### src/hdl/pmlt_pkg.sv
// ============================================================================
// pmlt_pkg
// Shared types, constants and codes for the primary-sample mutator.
// ============================================================================
package pmlt_pkg;

    localparam int unsigned DefMaxSequences = 16;
    localparam int unsigned DefMaxSamples   = 64;

    localparam logic [15:0] SigmaReset = 16'd655;
    localparam logic [15:0] ProbReset  = 16'd19661;

    typedef enum logic [2:0] {
        OP_START  = 3'd0,
        OP_NEWSEQ = 3'd1,
        OP_NEXT   = 3'd2,
        OP_ACCEPT = 3'd3,
        OP_REJECT = 3'd4
    } t_opcode;

    localparam logic [1:0] ST_OK      = 2'd0;
    localparam logic [1:0] ST_SEQ_OVF = 2'd1;
    localparam logic [1:0] ST_SMP_OVF = 2'd2;

    localparam logic [0:0] CFG_SIGMA = 1'b0;
    localparam logic [0:0] CFG_PROB  = 1'b1;

    typedef struct packed {
        logic [2:0]         opcode;
        logic [23:0]        uniform_first;
        logic [23:0]        uniform_second;
        logic signed [23:0] gaussian_noise;
    } t_in_req;

    typedef struct packed {
        logic [23:0] sample_value;
        logic [1:0]  status;
    } t_out_req;

    // One table entry: value and checkpoint, kept together in one word.
    typedef struct packed {
        logic [23:0] entry_value;
        logic [31:0] entry_iteration;
        logic [23:0] saved_value;
        logic [31:0] saved_iteration;
    } t_entry;

    localparam int unsigned EntryW = $bits(t_entry);

    // Handshake between control and the square-root unit.
    typedef struct packed {
        logic        start;
        logic [47:0] radicand;
    } t_sqrt_req;

    typedef struct packed {
        logic        done;
        logic [23:0] root;
    } t_sqrt_rsp;

endpackage

### src/hdl/pmlt_sqrt.sv
// ============================================================================
// pmlt_sqrt
// Iterative integer square root, one result bit per cycle.
// ============================================================================
module pmlt_sqrt
    import pmlt_pkg::*;
(
    input  logic      i_clk,
    input  logic      i_rst_n,
    input  t_sqrt_req i_req,
    output t_sqrt_rsp o_rsp
);
    logic        r_busy;
    logic        r_done;
    logic [4:0]  r_cnt;
    logic [47:0] r_x;
    logic [25:0] r_rem;
    logic [23:0] r_root;
    logic [25:0] n_trial;
    logic [25:0] n_rem;

    // Restoring method: bring down two radicand bits each step.
    always_comb begin
        n_rem   = {r_rem[23:0], r_x[47:46]};
        n_trial = n_rem - {r_root, 2'b01};
    end

    always_ff @(posedge i_clk) begin
        if (!i_rst_n) begin
            r_busy <= 1'b0;
            r_cnt  <= '0;
            r_done <= 1'b0;
        end else begin
            if (i_req.start) begin
                r_busy <= 1'b1;
                r_cnt  <= '0;
                r_x    <= i_req.radicand;
                r_rem  <= '0;
                r_root <= '0;
                r_done <= 1'b0;
            end else if (r_busy) begin
                r_x <= {r_x[45:0], 2'b00};
                if (!n_trial[25]) begin
                    r_rem  <= n_trial;
                    r_root <= {r_root[22:0], 1'b1};
                end else begin
                    r_rem  <= n_rem;
                    r_root <= {r_root[22:0], 1'b0};
                end
                r_cnt <= r_cnt + 5'd1;
                if (r_cnt == 5'd23) begin
                    r_busy <= 1'b0;
                end
                r_done <= (r_cnt == 5'd23);
            end else begin
                r_done <= 1'b0;
            end
        end
    end

    assign o_rsp = '{done: r_done, root: r_root};
endmodule

### config.mk
export PLATFORM = sky130hd
export DESIGN_NAME = pmlt_sqrt
export DESIGN_NICKNAME = d
export VERILOG_FILES = /design/src/hdl/pmlt_pkg.sv /design/src/hdl/pmlt_sqrt.sv
export SDC_FILE = /design/constraint.sdc
export NUM_CORES = 1
export LEC_CHECK = 0
export ABC_AREA = 0
export BUFFER_PORTS_ARGS = -buffer_cell sky130_fd_sc_hd__buf_2
export CORE_ASPECT_RATIO = 1.1
export CORE_MARGIN = 1
export CORE_UTILIZATION = 54
export CTS_BUF_LIST = sky130_fd_sc_hd__clkbuf_8
export DETAILED_ROUTE_END_ITERATION = 10
export PLACE_DENSITY = 0.81
export SYNTH_ARGS = -nofsm -noshare
export SYNTH_HDL_FRONTEND = slang
export SYNTH_SLANG_ARGS = --single-unit
### constraint.sdc
create_clock -name i_clk -period 3.04 [get_ports i_clk]
set_clock_uncertainty 0.15 [all_clocks]
set_input_delay 0.152 -clock i_clk [delete_from_list [all_inputs] [get_ports i_clk]]
set_output_delay 0.152 -clock i_clk [all_outputs]
set_load 0.01 [all_outputs]
# --- After elaboration in Yosys (flattened, before gate mapping) ---
# Cells that the tools add are included.
totals:
  register_bits: 103
  latchBits: 0
  mem_bits_rw: 0
  rom_bits: 0
  output_inout_bits: 25
  wordCells: 24
  n_memories: 0
op_classes:
  add_sub_neg: 2
  n_mul: 0
  n_div: 0
  order_cmp: 0
  eq_ne: 1
  shift: 0
  n_mux: 9
  bitwise: 2
  n_reduce_logical: 4
ops:
  columns: ["op", "n"]
  rows:
  - ["48-bit two-way mux", 2]
  - ["24-bit two-way mux", 3]
  - ["26-bit subtractor", 1]
  - ["5-bit by 1-bit adder with 5-bit output, second input constant", 1]
  - ["5-bit == test, second input constant", 1]
  - ["1-bit two-way mux", 4]
  - ["3-bit OR reduction", 1]
  - ["1-bit inverter", 2]
  - ["2-bit AND reduction", 1]
  - ["2-bit nonzero test", 1]
  - ["2-bit OR reduction", 1]

# --- Longest topological paths before layout ---
depth:
  word_depth: 4
  mapped_depth: 11
  mapped_depth_nobuf: 10

# --- Least setup slack after synthesis ---
# No wires, ideal clock.
synth_path:
  kind: "input port to flip-flop"
  from: "input port i_req[48] (netlist name)"
  to: "register r_rem[0], enable pin"
  setup_ns: 0.449
  arrival_ns: 2.700
  path_slack_ns: -0.259
  cell_stages: 4
  path_cell_list: "clkbuf_1 -> clkbuf_1 -> o21ai_0 -> inv_1"
synth_between:
  elab_chain_cells: 2
synth_rtl:
  columns: ["item", "line_no", "source"]
  rows:
  - ["from (decl)", "pmlt_sqrt.sv:10", "input t_sqrt_req i_req,"]
  - ["2-bit nonzero test (no source line)", null, null]
  - ["2-bit AND reduction (no source line)", null, null]
  - ["to (signal assigned)", "pmlt_sqrt.sv:44", "r_rem <= n_trial;"]
  - ["to (signal assigned)", "pmlt_sqrt.sv:47", "r_rem <= n_rem;"]
  - ["to (decl)", "pmlt_sqrt.sv:17", "logic [25:0] r_rem;"]
# No other way between the ends.
# A chain may end at the register's enable or synchronous reset.

# --- Worst setup path in the final report ---
layout_path:
  from: "register r_rem[12]"
  to: "register r_rem[21] (data pin)"
layout_between:
  elab_chain_cells: 3
layout_rtl:
  columns: ["item", "line_no", "source"]
  rows:
  - ["26-bit subtractor", "pmlt_sqrt.sv:25", "n_trial = n_rem - {r_root, 2'b01};"]
  - ["24-bit two-way mux", "pmlt_sqrt.sv:43", "if (!n_trial[25]) begin"]
  - ["24-bit two-way mux", "pmlt_sqrt.sv:41", "end else if (r_busy) begin"]
# No other way between the ends. The select of a mux whose other input is x is not followed.

==> out/qor.csv <==
stage,metric,value,unit
grt,largest net degree at the start of global routing,98,
die,Initial Utilization,56.1,%
sta,final worst slack,0.0512,ns
placed_design,placed cells,695,
die,num rows,38,
yosys,"area leader, netlist",edfxtp_1,
yosys,ys async rst share,0,%
placed_design,area post-placement,6300,um2
detailed_routing,drt first pass iters,5,
yosys,Mapped Nets,565,
min_path,Hold Path Cell Cnt,3,
grt,initial antenna violation count,0,
yosys,"FF+latch count, synth",103,
clock_tree,H-tree depth,3,
yosys,most frequent cell after synthesis,edfxtp_1,
detailed_routing,DRT iter0 DRCs,268,
min_path,hold path startpoint,i_req[48],
detailed_routing,Final ANT Viol Nets,0,
worst_setup_path,flop2flop setup slack,0.05,ns
worst_setup_path,WP data arrival,3.05,ns
sta,Tcrit/Tclk final,98.3,%
power_and_ir_drop,P_int,2.61,mW
yosys,Post-synth EDFFs,96,
worst_setup_path,RR Startpoint,r_rem[12],
sta,slew margin rel.,27.4,%
worst_setup_path,CP endpoint kind,flop,
sta,min cycle time layout,2.99,ns
yosys,Synth top cells by count,"96 x edfxtp_1, 46 x mux2_2, 42 x a21oi_1, 39 x nor2_1, 36 x inv_1",
yosys,synth top area cells,"edfxtp_1 51%, mux2_2 9.2%, ha_1 5.6%, a21oi_1 3.8%, nor2_1 2.6%",
placed_design,routability cong.,0.926,
cells_and_area,fillers,656,
detailed_routing,Vias per Instance,5.94,
power_and_ir_drop,part of the power in the clock network,23.6,%
yosys,Synth Warn #,0,
detailed_routing,vias after detailed routing,4545,
grt,GRT overflow,0,
worst_setup_path,worst path required time,3.10,ns
sta,Finish-stage setup viols,0,
clock_tree,Root Buffer Master,clkbuf_8,
power_and_ir_drop,VDD IR-drop max,0.336,mV
clock_tree,maximum clock path buffer count,2,
sta,final hold vios,0,
placed_design,number of buffers added on ports,75,
detailed_routing,WL final,14400,um
die,Core Box Area,9980,um2
flow_run,maxcap violations,0,
grt,total track usage,28.1,%
sta,Worst Tran Pin Value,1.09,ns
min_path,hold crit path type,in -> reg,
yosys,syn_area_per_cell,11.5,um2
power_and_ir_drop,Pleak,2.88,nW
clock_tree,CTS sink count,103,
power_and_ir_drop,sw frac,31.3,%
die,die width,99.1,um
sta,RSZ-0062 raised after global routing,true,
grt,vias in the first global route,4812,
sta,f_max,335,MHz
power_and_ir_drop,pwr dens,528,nW/um2
cells_and_area,"Net count, final",716,
clock_tree,worst-skew pair later-pin latency,0.39,ns
cells_and_area,ANT cells,0,
cells_and_area,Final Cell Area,7180,um2
die,Die Ht,109,um
worst_setup_path,critical path class,reg -> reg,
clock_tree,Clock transition at path regs,0.11,ns
run_status,status,"complete, no violations",
yosys,Post-Synthesis Cells,489,
power_and_ir_drop,NetSw,1.19,mW
sta,Slew Limit Fails,0,
die,Boundary Pins,76,
cells_and_area,layout cells sized above 1,32.1,%
yosys,Mapped Area,5600,um2
min_path,Hold EP,r_busy,
worst_setup_path,Reg2Reg Depth,11,
clock_tree,CTS tree,yes,
detailed_routing,drt drc,0,
placed_design,DPL Wire Length,8410,um
grt,first-pass GRT wire length,23100,um
yosys,post-synth top area share,51.4,%
worst_setup_path,r2r endpoint,r_rem[21],
worst_setup_path,Critical Path Start Type,flop,
yosys,sequential cell area fraction in the yosys report,53.9,%
placed_design,Setup WS pre-CTS,-0.177,ns
yosys,main flop type after synthesis,edfxtp_1,
worst_setup_path,crit path launch,r_rem[12],
detailed_routing,Avg WL per Cell,18.8,um
sta,TNS Setup,0,ns
yosys,Netlist cell types,52,
cells_and_area,synth-to-layout area growth,28.1,%
cells_and_area,non-filler cells in the finished layout,765,
worst_setup_path,crit path max fanout,12,
power_and_ir_drop,combinational power share,30.4,%
power_and_ir_drop,overall power,3.79,mW
power_and_ir_drop,Seq pwr share,46.0,%
clock_tree,Num CTS Buffers,9,
die,Die ar.,10800,um2
[layout make-up]
cell class                 count  area, um2  area share (%)
inverter                      36        139            1.93
multi-input combinational    327       2460            34.3
tap                          120        150            2.09
clock buffer                   9        124            1.73
sequential                   103       3020            42.1
clock inverter                 7       70.1           0.976
timing repair buffer         163       1210            16.9
[power by group through the flow]
| stage | registers, mW | clock network (mW) | logic (mW) |
|---|---|---|---|
| 2_1_floorplan | 1.77 | 0 | 0.670 |
| 3_3_place_gp | 1.77 | 0 | 0.936 |
| 3_5_place_dp | 1.77 | 0 | 0.971 |
| 4_1_cts | 1.74 | 0.885 | 1.07 |
| 5_1_grt | 1.76 | 0.954 | 1.25 |
| 6_report | 1.75 | 0.893 | 1.15 |
[layout by cell type, fill, tap and decap left out, types with 4 or more instances in the layout]
cell,synthesis,routed
a21oi_4,1,4
nand2_1,16,16
clkbuf_8,0,9
mux2_2,46,46
ha_1,25,23
and2_1,6,6
nand2b_1,5,5
buf_2,3,74
o21ai_1,3,5
a21o_1,7,7
dlygate4sd3_1,0,49
a21oi_1,42,37
dfxtp_1,7,7
inv_1,36,32
nor3_2,1,4
buf_6,1,7
edfxtp_1,96,96
nand3_1,20,19
or3_1,4,4
a21oi_2,2,4
a31oi_1,4,4
a211oi_1,5,5
xnor2_1,13,13
xor2_1,8,8
nor2_1,39,38
o211ai_1,7,7
buf_4,6,31
o21ai_0,25,20
nor3_1,13,9
[cell families after synthesis]
logic type / Yosys count / synth area share (%)
adder cells (fa/ha/maj): 25 / 5.58
multiplexers: 49 / 9.78
flip-flops: 103 / 53.9
XOR/XNOR: 21 / 3.28
AO/OA/AOI/OAI: 117 / 12.9
AND/OR/NAND/NOR: 115 / 9.91
buffers and inverters: 59 / 4.55
[flip-flops by register name (all words and copies together) (netlist names)]
name / flops
r_root: 24
r_done: 1
r_x: 48
r_busy: 1
r_cnt: 5
r_rem: 24
[repair_timing]
item                       in CTS  in global routing
gates resized for setup        12                 27
setup buffers                   4                  1
hold endpoints to repair       49                  0
setup endpoints to repair      24                 25
hold buffers                   49                  0
pin swaps                       3                  5
[layer usage]
| metal | vias to the layer above | GRT usage [%] | wire length [um] |
|---|---|---|---|
| met5 | - | 0 | 0 |
| met3 | 40 | 6.03 | 880 |
| met4 | 0 | 10.5 | 365 |
| met2 | 202 | 53.1 | 7600 |
| li1 | 2104 | - | - |
| met1 | 2199 | 31.0 | 5510 |
[worst max path at each step]
stage | to | slack (ns) | depth (start not counted)
floorplan | r_rem[0] | 0.10 | 4
global placement | r_rem[22] | 0.03 | 11
detailed placement | r_rem[21] | -0.18 | 11
CTS | r_rem[21] | 0.006 | 11
global route | r_rem[22] | -0.03 | 11
finish | r_rem[21] | 0.05 | 11
[metrics by stage]
| stage | utilization, % | hold slack [ns] |
|---|---|---|
| detailed placement | 63.1 | 0.307 |
| global placement | 63.1 | 0.299 |
| finish | 71.9 | 0.0572 |
| floorplan | - | 0.206 |
| CTS | 70.9 | 0.0629 |
| global route | 71.9 | 0.105 |
[critical path, stage by stage, from the launching register on]
cell and delay [ns]:
edfxtp_1 0.44, ha_1 0.31, buf_4 0.15, a21oi_2 0.16, o21ai_1 0.11, a22o_2 0.30
buf_4 0.14, a311o_1 0.37, a21oi_4 0.17, buf_6 0.17, o211ai_1 0.12, a21oi_1 0.22
Note: power is estimated with default switching activity, not from simulation.
