[config.mk]
export PLATFORM = sky130hd
export DESIGN_NAME = pmlt_ram
export DESIGN_NICKNAME = d
export VERILOG_FILES = /design/src/hdl/pmlt_ram.sv
export SDC_FILE = /design/constraint.sdc
export NUM_CORES = 1
export LEC_CHECK = 0
export BUFFER_PORTS_ARGS = -buffer_cell sky130_fd_sc_hd__buf_2
export CAP_MARGIN = 20
export CORE_MARGIN = 2
export CORE_UTILIZATION = 60
export CTS_CLUSTER_SIZE = 40
export DETAILED_ROUTE_END_ITERATION = 16
export PLACE_DENSITY = 0.78
export SETUP_SLACK_MARGIN = 0.2
export SLEW_MARGIN = 0
export SYNTH_ARGS = -nofsm -noshare
export SYNTH_HDL_FRONTEND = slang
export SYNTH_SLANG_ARGS = --single-unit
[constraint.sdc]
create_clock -name i_clk -period 4.8 [get_ports i_clk]
set_input_delay 0.72 -clock i_clk [delete_from_list [all_inputs] [get_ports i_clk]]
set_output_delay 0.72 -clock i_clk [all_outputs]
set_load 0.02 [all_outputs]
[src/hdl/pmlt_ram.sv]
// ============================================================================
// pmlt_ram
// Generic single-port synchronous RAM with registered read.
// ============================================================================
module pmlt_ram #(
    parameter int unsigned WIDTH = 8,
    parameter int unsigned DEPTH = 16
) (
    input  logic                     i_clk,
    input  logic                     i_we,
    input  logic [$clog2(DEPTH)-1:0] i_addr,
    input  logic [WIDTH-1:0]         i_wdata,
    output logic [WIDTH-1:0]         o_rdata
);
    logic [WIDTH-1:0] r_mem [DEPTH];

    always_ff @(posedge i_clk) begin
        if (i_we) begin
            r_mem[i_addr] <= i_wdata;
        end
        o_rdata <= r_mem[i_addr];
    end
endmodule

# Word-level counts from Yosys, hierarchy flattened
# Memory sizes are Yosys's and may differ from the RTL's. A register that Yosys moved wholly into a read port is not among the register bits.
# Cells that the tools add are included.
[totals] memories=1 output_inout_bits=8 wordCells=3 regBits=0 mem_bits_rw=128
[classes] muxes=2
[mem_list] memory="r_mem" depth=16 width=8 read_ports=1 rd_ports_with_merged_regs=1 wr=1 line="15" rtl="logic [WIDTH-1:0] r_mem [DEPTH];"
[op_table] op="1-bit 2-to-1 mux" count=2

# Logic depth before layout (Yosys ltp)
# Gate-level depths: netlist of the first run.
[depth] word_depth=2 mapped_depth=5

# Worst setup path after synthesis of the first run
# Ideal clock, no wire load.
[synth_timing] kind="input-to-reg" startpoint="input i_addr[2]" endpoint="memory r_mem[0][0] (enable)" path_slack_ps=2587 arrival_ps=1830 path_stages=2 path_cell_list="or3b_2 nor3_1"
[synth_lines] item="from (decl)" line="11" rtl="input logic [$clog2(DEPTH)-1:0] i_addr,"
[synth_lines] item="to (decl)" line="15"
# Straight into the memory's write port.

# Final worst setup path of the first run
[layout_timing] startpoint="input i_addr[0]" endpoint="memory r_mem[7][6] (enable)"
# Straight into the memory's write port.

==> results of run 1 <==
-- worst max path at each step --
stage / start / endpoint / slack, ns / cells past startpoint
6_report: i_addr[0] / r_mem[7][6] / 2.42 / 4
5_1_grt: i_addr[0] / r_mem[7][6] / 2.20 / 4
4_1_cts: i_addr[0] / r_mem[7][3] / 2.37 / 4
3_5_place_dp: i_addr[0] / r_mem[7][3] / 1.82 / 4
3_3_place_gp: i_addr[0] / r_mem[11][2] / 1.90 / 4
2_1_floorplan: i_addr[2] / r_mem[0][0] / 2.59 / 2
-- sequential cells by signal, summed over array words and instances (netlist names) --
register / flops
r_mem: 128
o_rdata: 8
-- power by group --
group          total (mW)  leakage [nW]  internal [mW]  switching, mW
clock                1.38         0.309          0.910          0.469
sequential           1.34          1.22           1.33        0.00739
combinational       0.129         0.420         0.0485         0.0804
total                2.84          1.95           2.29          0.556
-- worst register-to-register path, delay by kind of cell (launching register included) --
family           cells  cell delay, ns
AO/OA/AOI/OAI        1            0.32
flip-flops           1            0.37
multiplexers         1            0.52
AND/OR/NAND/NOR      1            0.09
-- cells in the mapped netlist --
| cell type | instances |
|---|---|
| nor2b_1 | 2 |
| edfxtp_1 | 128 |
| buf_1 | 4 |
| nor3_1 | 4 |
| and2_1 | 1 |
| dfxtp_1 | 8 |
| nand2b_1 | 2 |
| or3b_2 | 1 |
| nor2_1 | 13 |
| a22oi_1 | 16 |
| buf_6 | 2 |
| clkbuf_1 | 2 |
| clkbuf_2 | 1 |
| nand2_1 | 9 |
| buf_2 | 2 |
| nand3b_1 | 2 |
| nand3_1 | 1 |
| mux4_2 | 32 |
-- kinds of logic (layout without fill, tap and decap cells) --
logic type	Yosys count	after routing
buffers and inverters	11	58
muxes	32	32
DFF	136	136
and+or+nand+nor	35	35
AOI/OAI and AO/OA	16	16
-- routing by layer --
metal,vias up,part of all wire (%)
met4,0,0.80
li1,1033,-
met3,6,5.9
met2,79,54
met5,-,0
met1,1248,40
-- final cells by class --
| class | instances | area [µm²] |
|---|---|---|
| tap | 105 | 131 |
| timing repair buffer | 26 | 143 |
| clock inverter | 12 | 199 |
| sequential | 136 | 4000 |
| multi-input combinational | 83 | 1000 |
| clock buffer | 20 | 435 |
| fill | 478 | 2300 |
-- stage by stage --
| step | hold WS [ns] | instance area, µm² | power (mW) |
|---|---|---|---|
| 2_1_floorplan | 0.635 | 5070 | 1.44 |
| 3_3_place_gp | 0.670 | 5270 | 1.49 |
| 3_5_place_dp | 0.673 | 5280 | 1.49 |
| 4_1_cts | 0.596 | 5920 | 2.86 |
| 5_1_grt | 0.597 | 5920 | 2.92 |
| 6_report | 0.622 | 5920 | 2.84 |
==> results summary, run 1 <==
The initial antenna violation count came out at 0. The setup slack on the worst flop-to-flop path is 3.38 ns. The startpoint of the lowest-slack hold path is i_wdata[0].

The leakage power is 1.95 nW. The dominant cell type by area after synthesis is edfxtp_1. The setup slack after placement is 1.82 ns. Setup violations remaining at the end of the flow were counted as 0. The number of cells traversed by the worst hold path is 1. For this configuration, the core starts out at a cell density of 61.7%. The clock buffer count from CTS is 17.

Synthesis produced a netlist with a net count of 244. In the layout the commonest cells are 128 x edfxtp_1, 32 x mux4_2, 21 x buf_2. By area, the combinational part of the netlist is dominated by multiplexers. The largest stage delay on the critical path came out at 0.66 ns. The summed instance area of the synthesized netlist is 5070 µm². The synthesized-area fraction occupied by and/or/nand/nor cells came out at around 3.2%. The residual DRC count is 0. After global routing, the most crowded layer is met2. The worst setup path is of the input pin to register kind. The first global-routing pass estimated between 10 and 15 mm of wire. The per-instance average area after synthesis is 22.0 µm². The count of buffering cells on the critical path with inverters included is 2.

The number of hold violations in the final report was 0. The multiplexer area fraction after synthesis is 14.2%. At the end of routability-driven placement, the weighted congestion stood at between 0.7 and 0.8. Counting tap cells, the placed design contains a total of 350 instances. The region available for standard cell placement spans 8220 µm². The routed layout has 2366 vias. The wire length per cell came out at about 26 µm.

For the finished layout, the period the worst path requires is 2.38 ns. The layout overhead on the synthesized area is 16.7%. The post-synthesis share of cell area spent on full adders, half adders and majority gates is 0%. The dominant delay contributor by cell family on the critical path is buffers and inverters. The antenna diode count came out at 0.

The max-capacitance violation count came out at 0. The tree is rooted in a clkbuf_8. The die is 95.9 µm wide. TritonCTS built the clock tree. The share of final-layout standard cells stronger than drive strength 1 came out at between 30% and 40%. After synthesis the netlist holds a flip-flop and latch count of 136. The met1 capacity usage during global routing came out at 32.2%. Across all setup checks in the final design, the least slack found is around 2.4 ns. Counting cells, the worst reg-to-reg path comes to 3. The met2 demand-to-capacity share in global routing came out at 39.3%. In the global route stage, met3 resource usage came out at 7.75%. Entering global routing, the biggest net connects 40 pins.

The area share of the leading cell type in the synthesized netlist came out at about three quarters. Summing the areas of all compound-gate instances in the mapped netlist gives 2.37% of the synthesized area. The total global-route track usage is 24.3%. The synthesized-area fraction occupied by xor and xnor cells came out at 0%.

VDD sags by at most 0.399 mV. The number of nets with antenna violations after detailed routing is 0. The buffer count from post-CTS setup fixing came out at 0. In this run the core area contains 33 standard-cell rows.

The library cell contributing the largest single delay on the critical path is nor2_1. The end-of-flow core utilization came out at between 70% and 80%. The chip height is between 90 and 100 µm. The element type at the critical path end is a register. The launching element type of the critical path is an input pin. In this run the deepest clock path goes through 2 buffers. In the routed layout, each cell is associated on average with a via count of 6.19.

Data on the critical path arrives at its endpoint at 2.52 ns. The gate count after technology mapping came out at 230. The detailed router's first-iteration violation count is 263. The endpoint of the worst register-to-register path is o_rdata[2]. The count of input and output buffers is 21.

The number of cells in the finished layout apart from fillers came out at 382. After global routing the overflow that remains totals 0. The sequential-to-total area share from yosys stat came out at 79.0%. The floorplan step defined a die boundary enclosing 9200 µm². The number of max-slew violations in the final report came out at 0. Setup repair after global routing left no endpoint under its margin. The number of buffers added to fix hold violations after cts is 0. The H-tree depth is 4. The count of yosys warnings during synthesis came out at 0. For the pin with the worst max-slew slack, the measured transition is 0.893 ns. Sorting the synthesized cells by area gives the leading types as edfxtp_1 76%, mux4_2 14%, dfxtp_1 3.2%, a22oi_1 2.4%, nor2_1 0.96%.

The most common cell after layout, fill and taps aside is edfxtp_1. In this run the critical register-to-register path is launched from r_mem[7][2]. The path with the worst hold slack has its endpoint at r_mem[4][0]. The clock transition at the register clock pins on the worst setup and hold paths after CTS came out at 0.06 ns. The flow ran to the end, and the final reports show no timing, DRC or antenna violations. Clock tree synthesis found a total of 136 sinks. The highest clock frequency the design can meet came out at ~0.42 GHz.

After detailed routing, the total wire length is 9.75 mm. The endpoint required time on the critical path came out at 4.94 ns. For this design the top-level I/O count stands at 22.

The signal on the critical path passes through buf_2 > buf_4 > nand2_1 > nor2_1. The post-DP HPWL is between 5 and 6 mm. The via count of the first global-routing pass came out at 2401. Dividing the final minimum period by the clock period gives 49.6%.

The later-pin clock latency in the skew report is 0.51 ns. Of all nets on the critical path, the largest fanout is 22. The clock skew is 0.00845 ns. The number of gates resized after CTS was 0. The final net count is 278.

The number of detailed-routing iterations run before antenna repair is 4. After synthesis, the netlist uses 18 different library cells. The power per cell area is 481 nW/µm². The final setup TNS came out at 0 ns. The tightest min-delay check is of the input pin to register type. The relative max-transition margin is 40.4%.
(Power assumes the default switching activity.)
==> run 2: changes to the inputs <==
Settings changed: CORE_UTILIZATION 60 to 54, PLACE_DENSITY 0.78 to 0.74.
Clock period 4.8 ns to 2.05 ns, I/O delays scaled along.
==> results summary, run 2 (same netlist as run 1, synthesis figures left out) <==
The initial cell density of the core came out at 55.4% (was 61.7%). The final period demand of the worst path is 1.37 ns. The combined flip-flop and latch cell area came out at 4000 µm² (unchanged).

The post-layout instance area is 6160 µm² (was 5920 µm²). The relative max-transition margin is 73.3% (was 40.4%). The leakage power came out at 2.09 nW (was 1.95 nW).

The most common cell after layout, fill and taps aside was edfxtp_1 (unchanged). The length in cells of the worst reg-to-reg path is 3 (unchanged). The launching element type of the critical path is a register (was input pin). The highest clock frequency the design can meet is 0.727 GHz. Setup repair after global routing missed its margin: no (unchanged).

The wire length per cell came out at 23.6 µm (was 25.5 µm). The pin slew with the least headroom to its limit is 0.400 ns (was 0.893 ns). The maximum fanout encountered on the critical timing path came to 1 (was 22). The fill cell total of the finished layout came out at 560 (was 478). The final net count came to 302 (was 278). The flip-flop count of the largest register after layout came out at 128 (unchanged).

The count of boundary I/O pins is 22 (unchanged). The number of buffers added to fix hold violations after cts is 0 (unchanged). The number of nets with antenna violations after detailed routing is 0 (unchanged). The endpoint required time on the critical path is 2.45 ns (was 4.94 ns). Biggest registers after layout: r_mem (128), o_rdata (8) (unchanged). The layout overhead on the synthesized area is 21.5% (was 16.7%). The final hold slack is 0.173 ns (was 0.622 ns). The vias per cell came out at 5.96 (was 6.19). The TritonCTS sink count came out at 136 (unchanged).

The launch instance of the worst register-to-register path was r_mem[3][5] (was r_mem[7][2]). The part of the total power dissipated in the clock network came out at 48.3% (was 48.5%). The number of max-slew violations in the final report is 0 (unchanged). The data arrival time of the critical path came to 1.77 ns (was 2.52 ns). The number of vias after detailed routing came out at 2457 (was 2366). The core area was 9150 µm² (was 8220 µm²). The clock buffer count from CTS is 17 (unchanged). The initial antenna violation count came out at 0 (unchanged). The clock skew is 0.00844 ns (was 0.00845 ns). The element type at the critical path end is a register (unchanged). The area of combinational cells with multiple inputs is 1000 µm² (unchanged). Commonest cells after routing, fill and taps aside: 128 x edfxtp_1, 32 x mux4_2, 25 x buf_4 (was 128 x edfxtp_1, 32 x mux4_2, 21 x buf_2).

The H-tree depth is 4 (unchanged). The endpoint of the worst register-to-register path is o_rdata[5] (was o_rdata[2]). The final weighted congestion of routability-driven global placement came to 0.804 (was 0.793). The TritonCTS clock tree is built (unchanged). The via count of the first global-routing pass came out at 2628 (was 2401). The kind of path behind the tightest hold check is input pin to register (unchanged).

The share of final-layout standard cells stronger than drive strength 1 came out at 37.9% (was 32.1%). The total power was 6.68 mW (was 2.84 mW). The clock transition at the register clock pins on the worst setup and hold paths after CTS came to 0.07 ns (was 0.06 ns). The horizontal die dimension is 101 µm (was 95.9 µm). The proportion of power drawn by flip-flops and latches came out at 46.8% (was 47.0%). The number of hold violations in the final report came out at 0 (unchanged).

The max-capacitance violation count was 0 (unchanged). The number of failing setup endpoints in the final timing report is 0 (unchanged). The buffer count from post-CTS setup fixing came out at 0 (unchanged). The worst setup path startpoint is r_mem[3][5] (was i_addr[0]). The area of the die is 10200 µm² (was 9200 µm²). The global-route wire length before repair came out at 14.9 mm (was 14.6 mm). The setup slack on the worst flop-to-flop path came out at 0.68 ns (was 3.38 ns). The final setup TNS was 0 ns (unchanged). The internal power consumption came out at 5.35 mW (was 2.29 mW). The total placed instance area came to 5520 µm² (was 5280 µm²). The post-DP HPWL came out at 6.20 mm (was 5.63 mm). The timing endpoint of the critical path is o_rdata[5] (was r_mem[7][6]). The antenna diode count came out at 0 (unchanged). The worst setup path category is register to register (was input pin to register).

The detailed router's first-iteration violation count came out at 159 (was 263). The total congestion overflow after global routing came out at 0 (unchanged). The switching part of the total power came out at 19.8% (was 19.6%).

The number of buffers on the longest clock path came out at 2 (unchanged). In the finished design, the share of the clock period the worst path needs comes to between 60% and 70%. Run status: finished clean (unchanged). The net switching power came out at 1.33 mW (was 556 µW).

The total global-route track usage is 21.5% (was 24.3%). The chip height is 101 µm (was 95.9 µm). The number of cells traversed by the worst hold path came out at 1 (unchanged).

The total wirelength of the detailed-routed design was 9.70 mm (was 9.75 mm). The count of input and output buffers is 21 (unchanged). The clock root buffer master is clkbuf_8 (unchanged).

The most flop-heavy register is r_mem (unchanged). The power per cell area is 1080 nW/µm² (was 481 nW/µm²). The maximum vdd drop came to 0.656 mV (was 0.399 mV). The number of detailed-routing iterations run before antenna repair is 4 (unchanged).

The post-cts sizing count is 0 (unchanged). The largest net degree at the start of global routing is 21 (was 40). The residual DRC count came to 0 (unchanged).

The later-pin clock latency in the skew report is 0.52 ns (was 0.51 ns). The number of placement rows came out at 35 (was 33). The power share of the combinational group came out at 4.9% (was 4.5%).
-- run 2: critical path, cell delays in order, from the launching register on --
cell	delay, ns
edfxtp_1	0.37
mux4_2	0.49
a22oi_1	0.30
nand2_1	0.10
-- run 2: area by class of cell --
class | count | share of cell area, %
Timing Repair Buffer | 50 | 6.05
Tap cell | 111 | 2.26
Clock buffer | 18 | 6.79
Clock inverter | 14 | 3.60
Sequential cell | 136 | 65.0
Multi-Input combinational cell | 83 | 16.3
-- run 2: routing by layer --
layer	wire length (µm)	global-route usage [%]	up-vias	share of wire [%]
met2	4890	32.2	90	50
met4	225	10.3	0	2.3
met1	4070	28.8	1264	42
met5	0	0	-	0
met3	521	7.00	18	5.4
li1	-	-	1085	-
-- run 2: worst min-delay path by stage --
| stage | end | from | slack [ns] |
|---|---|---|---|
| after global routing | r_mem[1][3] | i_wdata[3] | 0.16 |
| final | r_mem[5][4] | i_wdata[4] | 0.17 |
| after CTS | r_mem[6][4] | i_wdata[4] | 0.15 |
| after global placement | o_rdata[7] | r_mem[14][7] | 0.65 |
| after floorplan | r_mem[0][0] | i_wdata[0] | 0.41 |
| after detailed placement | o_rdata[4] | r_mem[7][4] | 0.67 |
-- run 2: power groups by stage --
stage | combinational [mW] | clock (mW) | sequential [mW]
after CTS | 0.330 | 3.27 | 3.13
after floorplan | 0.160 | 0 | 3.20
after global routing | 0.350 | 3.40 | 3.13
after detailed placement | 0.327 | 0 | 3.19
after global placement | 0.321 | 0 | 3.18
final | 0.324 | 3.23 | 3.13
-- run 2: per-stage QoR --
step | worst slack [ns] | instances | util [%]
after global routing | 0.634 | 412 | 67.3
after global placement | 0.225 | 380 | 60.3
after detailed placement | 0.179 | 380 | 60.3
after floorplan | 0.249 | 230 | -
final | 0.675 | 412 | 67.3
after CTS | 0.666 | 412 | 67.3
==> run 3: changes to the inputs <==
Settings changed: CORE_UTILIZATION 54 to 60, PLACE_DENSITY 0.74 to 0.78.
Clock period 2.05 ns to 1.32 ns, I/O delays scaled along.
==> results summary, run 3 (same netlist as run 1, synthesis figures left out) <==
The startpoint of the lowest-slack hold path was i_wdata[5] (was i_wdata[4]). The total congestion overflow after global routing is 0 (unchanged). The number of cells traversed by the worst hold path is 1 (unchanged). The clock buffer count from CTS was 17 (unchanged). The ratio of final minimum period to clock period is 101% (was 67.1%). The H-tree depth was 4 (unchanged). The TritonCTS clock tree is built (unchanged). The power per cell area came to 1500 nW/µm² (was 1080 nW/µm²). The antenna diode count came out at 0 (unchanged).

The chip height came out at 95.9 µm (was 101 µm). The wire length per cell came out at 25.5 µm (was 23.6 µm). The clock transition at the register clock pins on the worst setup and hold paths after CTS came to 0.06 ns (was 0.07 ns). Setup repair after global routing missed its margin: yes (was no). The number of failing setup endpoints in the final timing report came out at 1 (was 0). The total placed instance area came to 5810 µm² (was 5520 µm²). The total wirelength of the detailed-routed design is 10.4 mm (was 9.70 mm).

The relative max-transition margin is 44.4% (was 73.3%). The buffer count from post-CTS setup fixing is 0 (unchanged). The via count of the first global-routing pass is 2592 (was 2628). The global-route wire length before repair is 15.5 mm (was 14.9 mm). The vias per cell is 6.13 (was 5.96). The number of detailed-routing iterations run before antenna repair is 5 (was 4).

The final reports fail on setup timing. The residual DRC count came out at 0 (unchanged). The number of hold violations in the final report came out at 0 (unchanged). The detailed router's first-iteration violation count came out at 234 (was 159). The number of vias after detailed routing was 2490 (was 2457). The setup slack on the worst flop-to-flop path is -0.007 ns (was 0.68 ns).

The TritonCTS sink count is 136 (unchanged). The kind of path behind the tightest hold check is input pin to register (unchanged). The number of nets with antenna violations after detailed routing came to 0 (unchanged). The endpoint of the worst register-to-register path was o_rdata[1] (was o_rdata[5]).

The most flop-heavy register is r_mem (unchanged). The final weighted congestion of routability-driven global placement was 0.791 (was 0.804). The final hold slack came out at 0.0692 ns (was 0.173 ns). The worst setup path category is register to register (unchanged). Run status: finished with violations (was finished clean). The data arrival time of the critical path came out at 1.73 ns (was 1.77 ns). The total global-route track usage is 25.5% (was 21.5%).

The count of boundary I/O pins came out at 22 (unchanged). The horizontal die dimension is 95.9 µm (was 101 µm). The layout overhead on the synthesized area came to 27.0% (was 21.5%).

The largest net degree at the start of global routing came out at 19 (was 21). The most common cell after layout, fill and taps aside is edfxtp_1 (unchanged). The leakage power is 2.12 nW (was 2.09 nW). The max-capacitance violation count is 0 (unchanged).

The number of max-slew violations in the final report came out at 0 (unchanged). The fill cell total of the finished layout is 389 (was 560). The area of the die is 9200 µm² (was 10200 µm²). The later-pin clock latency in the skew report is 0.52 ns (about the same). The highest clock frequency the design can meet was 0.754 GHz (was 0.727 GHz). The clock root buffer master is clkbuf_8 (unchanged). The initial cell density of the core is 61.7% (was 55.4%). The endpoint required time on the critical path came out at 1.73 ns (was 2.45 ns). The launching element type of the critical path is a register (unchanged). The flip-flop count of the largest register after layout is 128 (unchanged).

The pin slew with the least headroom to its limit came out at 0.832 ns (was 0.400 ns). The core area came out at 8220 µm² (was 9150 µm²). The maximum fanout encountered on the critical timing path came out at 1 (unchanged). The length in cells of the worst reg-to-reg path is 3 (unchanged). The initial antenna violation count is 0 (unchanged). Biggest registers after layout: r_mem (128), o_rdata (8) (unchanged). The number of buffers on the longest clock path came out at 2 (unchanged). The final net count came out at 302 (unchanged). The capture endpoint of the worst hold path is r_mem[4][5] (was r_mem[5][4]). The post-layout instance area came out at 6430 µm² (was 6160 µm²). The number of placement rows came out at 33 (was 35). The post-DP HPWL came out at 6.38 mm (was 6.20 mm). The share of final-layout standard cells stronger than drive strength 1 was 48.8% (was 37.9%).

The setup slack after layout came to -0.00701 ns (was 0.675 ns). The number of buffers added to fix hold violations after cts is 0 (unchanged). The launch instance of the worst register-to-register path is r_mem[3][1] (was r_mem[3][5]). The count of input and output buffers is 21 (unchanged). The clock skew is 0.00914 ns (was 0.00844 ns).

Commonest cells after routing, fill and taps aside: 128 x edfxtp_1, 32 x mux4_2, 16 x clkbuf_16 (was 128 x edfxtp_1, 32 x mux4_2, 25 x buf_4). The final period demand of the worst path is 1.33 ns (was 1.37 ns). The maximum vdd drop is 1.08 mV (was 0.656 mV). The element type at the critical path end was a register (unchanged).
## run 3: changes by cell type in the layout (fill, tap and decap cells not counted), sizes merged
cell | before | now
clkbuf | 18 | 17
clkinvlp | 3 | 4
bufinv | 5 | 0
inv | 3 | 6
clkinv | 3 | 5
## run 3: how the worst max path moves through the flow
stage                      from          end  slack [ns]  cells past startpoint
floorplan             i_addr[2]  r_mem[0][0]       -0.01                      2
global placement      i_addr[0]   o_rdata[7]       -0.35                      5
detailed placement    i_addr[0]   o_rdata[7]       -0.39                      5
CTS                 r_mem[3][1]   o_rdata[1]     -0.0009                      3
global route        r_mem[3][1]   o_rdata[1]       -0.03                      3
finish              r_mem[3][1]   o_rdata[1]      -0.007                      3
## run 3: report_power, final
group	switching [mW]	leakage [nW]	internal [mW]
Sequential	0.0410	1.22	4.83
Combinational	0.344	0.644	0.292
Clock	1.80	0.249	2.33
Total	2.18	2.12	7.46
## run 3: cell type report
type / count / area (µm²) / share of cell area [%]
Sequential cell: 136 / 4010 / 62.4
Multi-Input combinational cell: 83 / 1200 / 18.7
Timing Repair Buffer: 50 / 561 / 8.71
Clock buffer: 17 / 414 / 6.44
Tap cell: 105 / 131 / 2.04
Clock inverter: 15 / 115 / 1.79
## run 3: what timing repair did
item	4_1_cts	5_1_grt
pin swaps	7	2
endpoints found under the setup margin	16	16
gates resized for setup	29	1
## run 3: per-stage QoR
| step | TNS [ns] | worst slack, ns | total power, mW | std cells | utilization [%] |
|---|---|---|---|---|---|
| after global placement | -8.33 | -0.346 | 5.51 | 374 | 70.8 |
| after global routing | -0.0868 | -0.0324 | 9.91 | 406 | 78.3 |
| final | -0.00701 | -0.00701 | 9.64 | 406 | 78.3 |
| after floorplan | -0.0934 | -0.0117 | 5.29 | 230 | - |
| after CTS | -0.000886 | -0.000886 | 9.68 | 406 | 78.3 |
| after detailed placement | -8.82 | -0.394 | 5.53 | 374 | 70.8 |
## run 3: worst max-delay path, cell delays in order (launching register included)
cell and delay [ns]:
edfxtp_1 0.39, mux4_2 0.53, a22oi_2 0.23, nand2_1 0.08
## run 3: routing by layer
layer  wire length [µm]  vias to the layer above  global-route usage, %
li1                   -                     1086                      -
met1               4100                     1297                   33.9
met2               5550                       98                   42.7
met3                622                        9                   6.11
met4                 91                        0                   7.98
met5                  0                        -                      0
